--- src/rtl/core/spike_trace_record_replay_top_defines.svh ---
// ----------------------------------------------------------------------------
// Spike trace record/replay assertion macros
// Shared concurrent assertion forms, clocked on clk, disabled in reset.
// ----------------------------------------------------------------------------
`ifndef SPIKE_TRACE_RECORD_REPLAY_TOP_DEFINES_SVH
`define SPIKE_TRACE_RECORD_REPLAY_TOP_DEFINES_SVH

// property holds at every edge out of reset
`define STRR_ASSERT(label, prop, msg) \
	label: assert property (@(posedge clk) disable iff (!arst_n) (prop)) else $error(msg);

// same-cycle implication
`define STRR_ASSERT_IMP(label, ante, cons, msg) \
	label: assert property (@(posedge clk) disable iff (!arst_n) (ante) |-> (cons)) \
		else $error(msg);

// next-cycle implication
`define STRR_ASSERT_NXT(label, ante, cons, msg) \
	label: assert property (@(posedge clk) disable iff (!arst_n) (ante) |=> (cons)) \
		else $error(msg);

`endif

--- src/rtl/core/strr_pkg.sv ---
// ----------------------------------------------------------------------------
// Spike trace record/replay package
// Sizes, opcodes, register indexes and controller/datapath bundles.
// ----------------------------------------------------------------------------
package strr_pkg;

	localparam int STORE_DEPTH = 1024;
	localparam int ADDR_W      = $clog2(STORE_DEPTH);
	localparam int CNT_W       = ADDR_W + 1;
	localparam int MAX_EMIT    = 64;
	localparam int EMIT_W      = $clog2(MAX_EMIT + 1);

	localparam int TIME_W      = 64;
	localparam int ID_W        = 64;
	localparam int OP_W        = 4;

	localparam int SPEED_W     = 12;
	localparam logic [SPEED_W-1:0] SPEED_MIN   = 12'd26;
	localparam logic [SPEED_W-1:0] SPEED_MAX   = 12'd2560;
	localparam logic [SPEED_W-1:0] SPEED_RESET = 12'd256;

	localparam int CFG_IDX_W   = 4;
	localparam int CFG_DATA_W  = SPEED_W;
	localparam logic [CFG_IDX_W-1:0] REG_SPEED = 4'd0;
	localparam logic [CFG_IDX_W-1:0] REG_LOOP  = 4'd1;

	typedef enum logic [OP_W-1:0] {
		OP_REC_START = 4'd0,
		OP_REC_STOP  = 4'd1,
		OP_SPIKE     = 4'd2,
		OP_PLAY      = 4'd3,
		OP_PAUSE     = 4'd4,
		OP_STOP      = 4'd5,
		OP_SEEK      = 4'd6,
		OP_TICK      = 4'd7,
		OP_CLEAR     = 4'd8
	} op_t;

	typedef struct packed {
		logic [TIME_W-1:0] stime;
		logic [ID_W-1:0]   source;
		logic [ID_W-1:0]   target;
		logic [ID_W-1:0]   synapse;
	} spike_t;

	// controller -> datapath
	typedef struct packed {
		logic in_ready;
		logic rec_start;
		logic rec_store;
		logic rewind;
		logic clear_all;
		logic seek_clamp;
		logic seek_rd;
		logic seek_hit;
		logic seek_next;
		logic mul;
		logic add;
		logic adv;
		logic em_rd;
		logic take;
		logic push;
		logic push_last;
	} cmd_t;

	// datapath -> controller
	typedef struct packed {
		logic in_valid;
		op_t  op;
		logic count_zero;
		logic full;
		logic scan_lt;
		logic hit;
		logic due;
		logic em_more;
		logic have_pend;
		logic out_free;
		logic at_end;
		logic loop_en;
	} sts_t;

endpackage

--- src/rtl/core/strr_ctrl.sv ---
// ----------------------------------------------------------------------------
// Spike trace controller
// Command decode, mode flags and sequencing of seek scan and tick replay.
// ----------------------------------------------------------------------------
`include "spike_trace_record_replay_top_defines.svh"

module strr_ctrl (
	input  logic           clk,
	input  logic           arst_n,
	input  strr_pkg::sts_t sts,
	output strr_pkg::cmd_t cmd
);
	import strr_pkg::*;

	typedef enum logic [10:0] {
		S_IDLE     = 11'b000_0000_0001,
		S_EXEC     = 11'b000_0000_0010,
		S_SEEK_RD  = 11'b000_0000_0100,
		S_SEEK_CMP = 11'b000_0000_1000,
		S_MUL      = 11'b000_0001_0000,
		S_ADD      = 11'b000_0010_0000,
		S_ADV      = 11'b000_0100_0000,
		S_EM_RD    = 11'b000_1000_0000,
		S_EM_CHK   = 11'b001_0000_0000,
		S_FLUSH    = 11'b010_0000_0000,
		S_END      = 11'b100_0000_0000
	} state_t;

	state_t state_q, state_d;
	logic   rec_q, rec_d;
	logic   play_q, play_d;
	logic   pause_q, pause_d;

	always_comb begin
		state_d = state_q;
		rec_d   = rec_q;
		play_d  = play_q;
		pause_d = pause_q;
		cmd     = '0;

		unique case (state_q)
			S_IDLE: begin
				cmd.in_ready = 1'b1;
				if (sts.in_valid) begin
					state_d = S_EXEC;
				end
			end
			S_EXEC: begin
				state_d = S_IDLE;
				unique case (sts.op)
					OP_REC_START: begin
						if (!rec_q) begin
							rec_d         = 1'b1;
							cmd.rec_start = 1'b1;
						end
					end
					OP_REC_STOP: begin
						if (rec_q) begin
							rec_d      = 1'b0;
							cmd.rewind = 1'b1;
						end
					end
					OP_SPIKE: begin
						cmd.rec_store = rec_q && !sts.full;
					end
					OP_PLAY: begin
						if (!sts.count_zero) begin
							play_d  = 1'b1;
							pause_d = 1'b0;
						end
					end
					OP_PAUSE: pause_d = 1'b1;
					OP_STOP: begin
						play_d     = 1'b0;
						pause_d    = 1'b0;
						cmd.rewind = 1'b1;
					end
					OP_SEEK: begin
						cmd.seek_clamp = 1'b1;
						state_d        = S_SEEK_RD;
					end
					OP_TICK: begin
						if (play_q && !pause_q && !sts.count_zero) begin
							state_d = S_MUL;
						end
					end
					OP_CLEAR: begin
						cmd.clear_all = 1'b1;
						play_d        = 1'b0;
						pause_d       = 1'b0;
					end
					default: ;
				endcase
			end
			S_SEEK_RD: begin
				if (sts.scan_lt) begin
					cmd.seek_rd = 1'b1;
					state_d     = S_SEEK_CMP;
				end else begin
					state_d = S_IDLE;
				end
			end
			S_SEEK_CMP: begin
				if (sts.hit) begin
					cmd.seek_hit = 1'b1;
					state_d      = S_IDLE;
				end else begin
					cmd.seek_next = 1'b1;
					state_d       = S_SEEK_RD;
				end
			end
			S_MUL: begin
				cmd.mul = 1'b1;
				state_d = S_ADD;
			end
			S_ADD: begin
				cmd.add = 1'b1;
				state_d = S_ADV;
			end
			S_ADV: begin
				cmd.adv = 1'b1;
				state_d = S_EM_RD;
			end
			S_EM_RD: begin
				if (sts.em_more) begin
					cmd.em_rd = 1'b1;
					state_d   = S_EM_CHK;
				end else begin
					state_d = S_FLUSH;
				end
			end
			S_EM_CHK: begin
				// a due spike releases the one held before it as not last
				if (sts.due) begin
					if (!sts.have_pend || sts.out_free) begin
						cmd.push = sts.have_pend;
						cmd.take = 1'b1;
						state_d  = S_EM_RD;
					end
				end else begin
					state_d = S_FLUSH;
				end
			end
			S_FLUSH: begin
				if (!sts.have_pend) begin
					state_d = S_END;
				end else if (sts.out_free) begin
					cmd.push      = 1'b1;
					cmd.push_last = 1'b1;
					state_d       = S_END;
				end
			end
			S_END: begin
				state_d = S_IDLE;
				if (sts.at_end) begin
					cmd.rewind = 1'b1;
					if (!sts.loop_en) begin
						play_d  = 1'b0;
						pause_d = 1'b0;
					end
				end
			end
			default: state_d = S_IDLE;
		endcase
	end

	always_ff @(posedge clk or negedge arst_n) begin
		if (!arst_n) begin
			state_q <= S_IDLE;
			rec_q   <= 1'b0;
			play_q  <= 1'b0;
			pause_q <= 1'b0;
		end else begin
			state_q <= state_d;
			rec_q   <= rec_d;
			play_q  <= play_d;
			pause_q <= pause_d;
		end
	end

	`STRR_ASSERT_IMP(a_tick_gated, state_q == S_MUL, play_q && !pause_q, "tick run while halted")
	`STRR_ASSERT_IMP(a_take_room, cmd.take, sts.em_more, "spike taken past cap or count")
	`STRR_ASSERT_NXT(a_last_ends, cmd.push && cmd.push_last, state_q == S_END, "last beat not at end")
endmodule

--- config.mk ---
export PLATFORM = sky130hd
export DESIGN_NAME = strr_ctrl
export DESIGN_NICKNAME = d
export VERILOG_FILES = /design/src/rtl/core/strr_pkg.sv /design/src/rtl/core/strr_ctrl.sv
export VERILOG_INCLUDE_DIRS = /design/src /design/src/rtl/core
export SDC_FILE = /design/constraint.sdc
export NUM_CORES = 1
export LEC_CHECK = 0
export BUFFER_PORTS_ARGS = -buffer_cell sky130_fd_sc_hd__buf_2
export CAP_MARGIN = 15
export CORE_MARGIN = 3
export CORE_UTILIZATION = 33
export CTS_BUF_LIST = sky130_fd_sc_hd__clkbuf_2
export DETAILED_ROUTE_END_ITERATION = 7
export PLACE_DENSITY_LB_ADDON = 0.12
export RECOVER_POWER = 50
export SKIP_LAST_GASP = 1
export SLEW_MARGIN = 20
export SYNTH_ARGS = -nofsm -noshare
export SYNTH_HDL_FRONTEND = slang
export SYNTH_SLANG_ARGS = --single-unit
--- constraint.sdc ---
create_clock -name clk -period 2.3 [get_ports clk]
set_input_delay 0.46 -clock clk [delete_from_list [all_inputs] [get_ports clk]]
set_output_delay 0.46 -clock clk [all_outputs]
set_load 0.01 [all_outputs]
Yosys cells after proc, flatten, opt, wreduce, memory -nomap -nowiden
Cells that the tools add are included.
Widths: inputs -> output; s select.
{ "word_totals": {"ff_bits": 14, "in_bits": 17} }
{ "classes": {"eq_ne": 27, "mux": 49, "n_reduce_logical": 16} }
{ "op_table": {"columns": ["op", "n"], "rows": [
  ["$pmux 11 s10", 1],
  ["$mux 11", 5],
  ["$mux 1", 23],
  ["$pmux 11 s2", 1],
  ["$eq 4x3->1 const B", 4],
  ["$mux 2", 7],
  ["$pmux 1 s2", 7],
  ["$eq 11x1->1 const B", 1],
  ["$eq 11x10->1 const B", 1],
  ["$eq 11x11->1 const B", 1],
  ["$eq 11x2->1 const B", 1],
  ["$eq 11x3->1 const B", 1],
  ["$eq 11x4->1 const B", 1],
  ["$eq 11x5->1 const B", 1],
  ["$eq 11x6->1 const B", 1],
  ["$eq 11x7->1 const B", 1],
  ["$eq 11x8->1 const B", 1],
  ["$eq 11x9->1 const B", 1],
  ["$mux 10", 1],
  ["$reduce_and 5->1", 2],
  ["$ne 3x3->1 const B", 3],
  ["$eq 4x2->1 const B", 2],
  ["$ne 2x2->1 const B", 3],
  ["$mux 5", 1],
  ["15 further kinds", 21]
]} }

Depth between registers and ports, before layout
{ "depth": {"word_depth": 6, "depth_mapped": 6} }

Worst setup path before layout
Ideal clock, no wire load.
{ "synth_timing": {"path_kind": "flip-flop to output port", "startpoint": "reg state_q[4]", "endpoint": "out cmd[0] (netlist bit)", "arrival_time_ps": 1966, "slack_ps": -126, "stages_incl_launch_ff": 6, "path_cell_list": "dfrtp_1 -> buf_6 -> or4_4 -> or4_4 -> or3b_1 -> nor2_1"} }
{ "synth_rtl": {"columns": ["item", "line", "text"], "rows": [
  ["from (decl)", "strr_ctrl.sv:29", "state_t state_q, state_d;"],
  ["from (signal assigned)", "strr_ctrl.sv:174", "state_q <= state_d;"],
  ["to (decl)", "strr_ctrl.sv:11", "output strr_pkg::cmd_t cmd"]
]} }

==> results.toml <==
[finish]
fin_util_pct = 53.55
antenna_cells = 0
finalNetCount = 222
fin_area_um2 = 1829
area_growth_pct = 53.25
instances_no_fill = 250
fillers = 332
final_layout_size_suffix_gt1_share_pct = 47.06

[timing]
rsz0062_at_grt = "yes"
worst-slew-pin-transition_ps = 780.7
skew_ps = 1.746
slew_violations = 0
finalSetupTns_ps = -3956
layout_setup_ws_ps = -448.9
setup_viol = 15
hold_ws_ps = 212.4
max_freq_ghz = 0.3638
min_period_ps = 2749
relSlewSlack_pct = 47.95
period_share_pct = 119.5
hold_violations = 0

[power_and_ir_drop]
switchingPower_uw = 380.4
power_density_nw_per_um2 = 540.7
p_int_uw = 608.8
vdd_ir_drop_max_v = 0.0004191
swShare_pct = 38.46
seq_power_share_pct = 31.7
power_uw = 989.2
p_comb_share_pct = 56.3
power.leakage_nw = 0.8701
pwr-share-clk_pct = 11.9

[logic_synthesis]
synthTopCellsByArea = "dfrtp_1 (27%), nor2_1 (4.7%), nor3b_1 (3.8%)"
synth-simple-area-share_pct = 41.82
synthMuxAreaShare_pct = 3.564
synthFlopType = "dfrtp_1"
synth_edf_count = 0
synth_compound_area_share_pct = 16.88
ys_ff_latch = 14
synth_common_cells = "nor2_1 (15), dfrtp_1 (13)"
synth_nets = 161
synth.most_common_cell = "nor2_1"
synthArstFlopShare_pct = 100.0
yosysUniqueCellTypes = 44
synth_xor_area_share_pct = 1.468
syn_inst = 144
yosys_warnings = 0
synth_top_area_share_pct = 27.25
synth.avg_cell_area_um2 = 8.289
syn-cell-area_um2 = 1194
synth_top_family_by_area = "simple AND/OR/NAND/NOR gates"
ys_seq_area_share_pct = 29.45
yosysTopAreaCell = "dfrtp_1"
synth_fa_ha_area_share_pct = 0

[global_routing]
antenna_found_initial = 0
grtUsageTotal_pct = 16.45
grt_pass1_wl_um = 5651
grt_max_degree = 15
overflow = 0
grt_pass1_vias = 1250

[clock_network]
hold_buffers = 0
ctsHtreeMaxLevel = 1
clkTransAtPathRegs_ps = 130
clk_path_buf_depth = 2
cts_inserted_buffers = 3
cts_root_buf = "clkbuf_2"
tritoncts = "yes"
clkLatencyLatePin_ps = 280
clkSinkCount = 14

[worst_setup_path]
crit_family = "simple AND/OR/NAND/NOR gates"
crit_path_end = "cmd[0]"
max_stage_delay_ps = 540
startpoint_type = "flip-flop"
path_class = "flip-flop to output port"
cpMaxStageDelayCell = "or4_4"
r2r_start = "state_q[2]"
rrSetupSlack_ps = -190
crit_start = "state_q[3]"
worst_path_most_repeated_cell = "or4_4"
path_cells = "or4_4 -> or4_4 -> or3b_4 -> nor2_4 -> buf_2"
critPathMaxFanout = 2
endpoint_kind = "output port"
reg2reg_depth = 9
reg2reg_to = "state_q[9]"
cp.buffers_inverters = 1
cp.depth = 5
worstPathArrival_ps = 2290
required_ps = 1840

[placed_design]
portBuffers = 32
dpl.hpwl_um = 2591
dp.cells = 232
dp_slack_ps = -101.4
gp_congestion = 0.8219
placed_area_um2 = 1539

[run_status]
status = "finished with violations"
failed_checks = "setup timing"

[detailed_routing]
drt_iter0_markers = 70
wire_per_inst_um = 14.31
num_vias = 1331
viasPerCell = 5.324
antenna_left = 0
drc_errors = 0
dr.pass1.iters = 4
drt_wl_total_um = 3577

[floorplan]
die_area_um2 = 4375
fp.coreArea_um2 = 3416
fp.dieH_um = 66.14
rows = 21
pin_count = 33
fp.dieW_um = 66.14
start_util_pct = 34.95

[worst_hold_path]
hold_path.class = "primary input to async pin"

[flow_run]
cap_violations = 0
==> layer usage <==
layer	up-vias	wire, µm	global-route usage [%]
met5	-	0	0
met4	0	53	4.061
met3	6	120	3.571
met2	25	1796	26.89
met1	647	1607	21.88
li1	653	-	-
==> placed cells by master, fill, tap and decap left out, types with 2 or more instances in the layout <==
| cell | instances |
|---|---|
| nor3b_1 | 5 |
| nor2_1 | 14 |
| o21ai_0 | 6 |
| and3_4 | 2 |
| nand2b_1 | 3 |
| nor4_4 | 7 |
| buf_2 | 29 |
| mux2_1 | 2 |
| dfrtp_1 | 13 |
| o21ai_1 | 3 |
| mux2i_1 | 2 |
| a21o_1 | 2 |
| or4_4 | 5 |
| clkbuf_2 | 3 |
| a21oi_1 | 3 |
| nor3_1 | 3 |
| or3_4 | 2 |
| nor2b_1 | 7 |
| nand3_1 | 6 |
| and3_1 | 4 |
| buf_4 | 26 |
| inv_1 | 6 |
| xor2_1 | 2 |
| nand2_1 | 6 |
| buf_6 | 11 |
| nor3_2 | 2 |
| o211ai_1 | 3 |
| nor4_1 | 2 |
| and3b_1 | 2 |
==> how the worst min path moves through the flow <==
| stage | from | endpoint | slack [ps] | cells after the start |
|---|---|---|---|---|
| 4_1_cts | arst_n | state_q[4] | 50 | 1 |
| 2_1_floorplan | arst_n | pause_q | 160 | 0 |
| 6_report | arst_n | state_q[5] | 210 | 1 |
| 5_1_grt | arst_n | state_q[6] | 250 | 1 |
| 3_3_place_gp | arst_n | state_q[1] | 370 | 1 |
| 3_5_place_dp | arst_n | state_q[1] | 370 | 1 |
==> logic make-up (layout without fill, tap and decap cells) <==
kind of cell / count (synthesis) / count (layout)
flops: 14 / 14
buf+inv: 17 / 77
xor+xnor: 2 / 2
compound gates: 27 / 27
mux: 4 / 4
simple gates: 80 / 80
==> state kept, by name, indices dropped and copies added, names as in the netlist <==
name and flops:
state_q 11, pause_q 1, play_q 1, rec_q 1
==> final cells by class <==
class / count / area, µm² / area share (%)
Timing Repair Buffer: 67 / 467.9 / 25.58
Multi-Input combinational cell: 113 / 910.9 / 49.79
Tap cell: 46 / 57.56 / 3.146
Clock inverter: 1 / 3.754 / 0.2052
Clock buffer: 3 / 15.01 / 0.8208
Sequential cell: 14 / 351.6 / 19.22
Inverter: 6 / 22.52 / 1.231
==> power groups by stage <==
stage / Clock (mW) / Sequential (mW) / Combinational, mW
2_1_floorplan: 0 / 0.308 / 0.278
3_3_place_gp: 0 / 0.315 / 0.425
3_5_place_dp: 0 / 0.317 / 0.423
4_1_cts: 0.123 / 0.312 / 0.468
5_1_grt: 0.132 / 0.322 / 0.600
6_report: 0.118 / 0.314 / 0.557
==> timing repair <==
action                                  CTS  global route
endpoints found under the setup margin   10            21
resized for setup                        12            20
pin swaps                                 6            11
endpoints found under the hold margin     0             0
buffers inserted                          3            12
No activity file was read; power rests on OpenSTA's default activity.
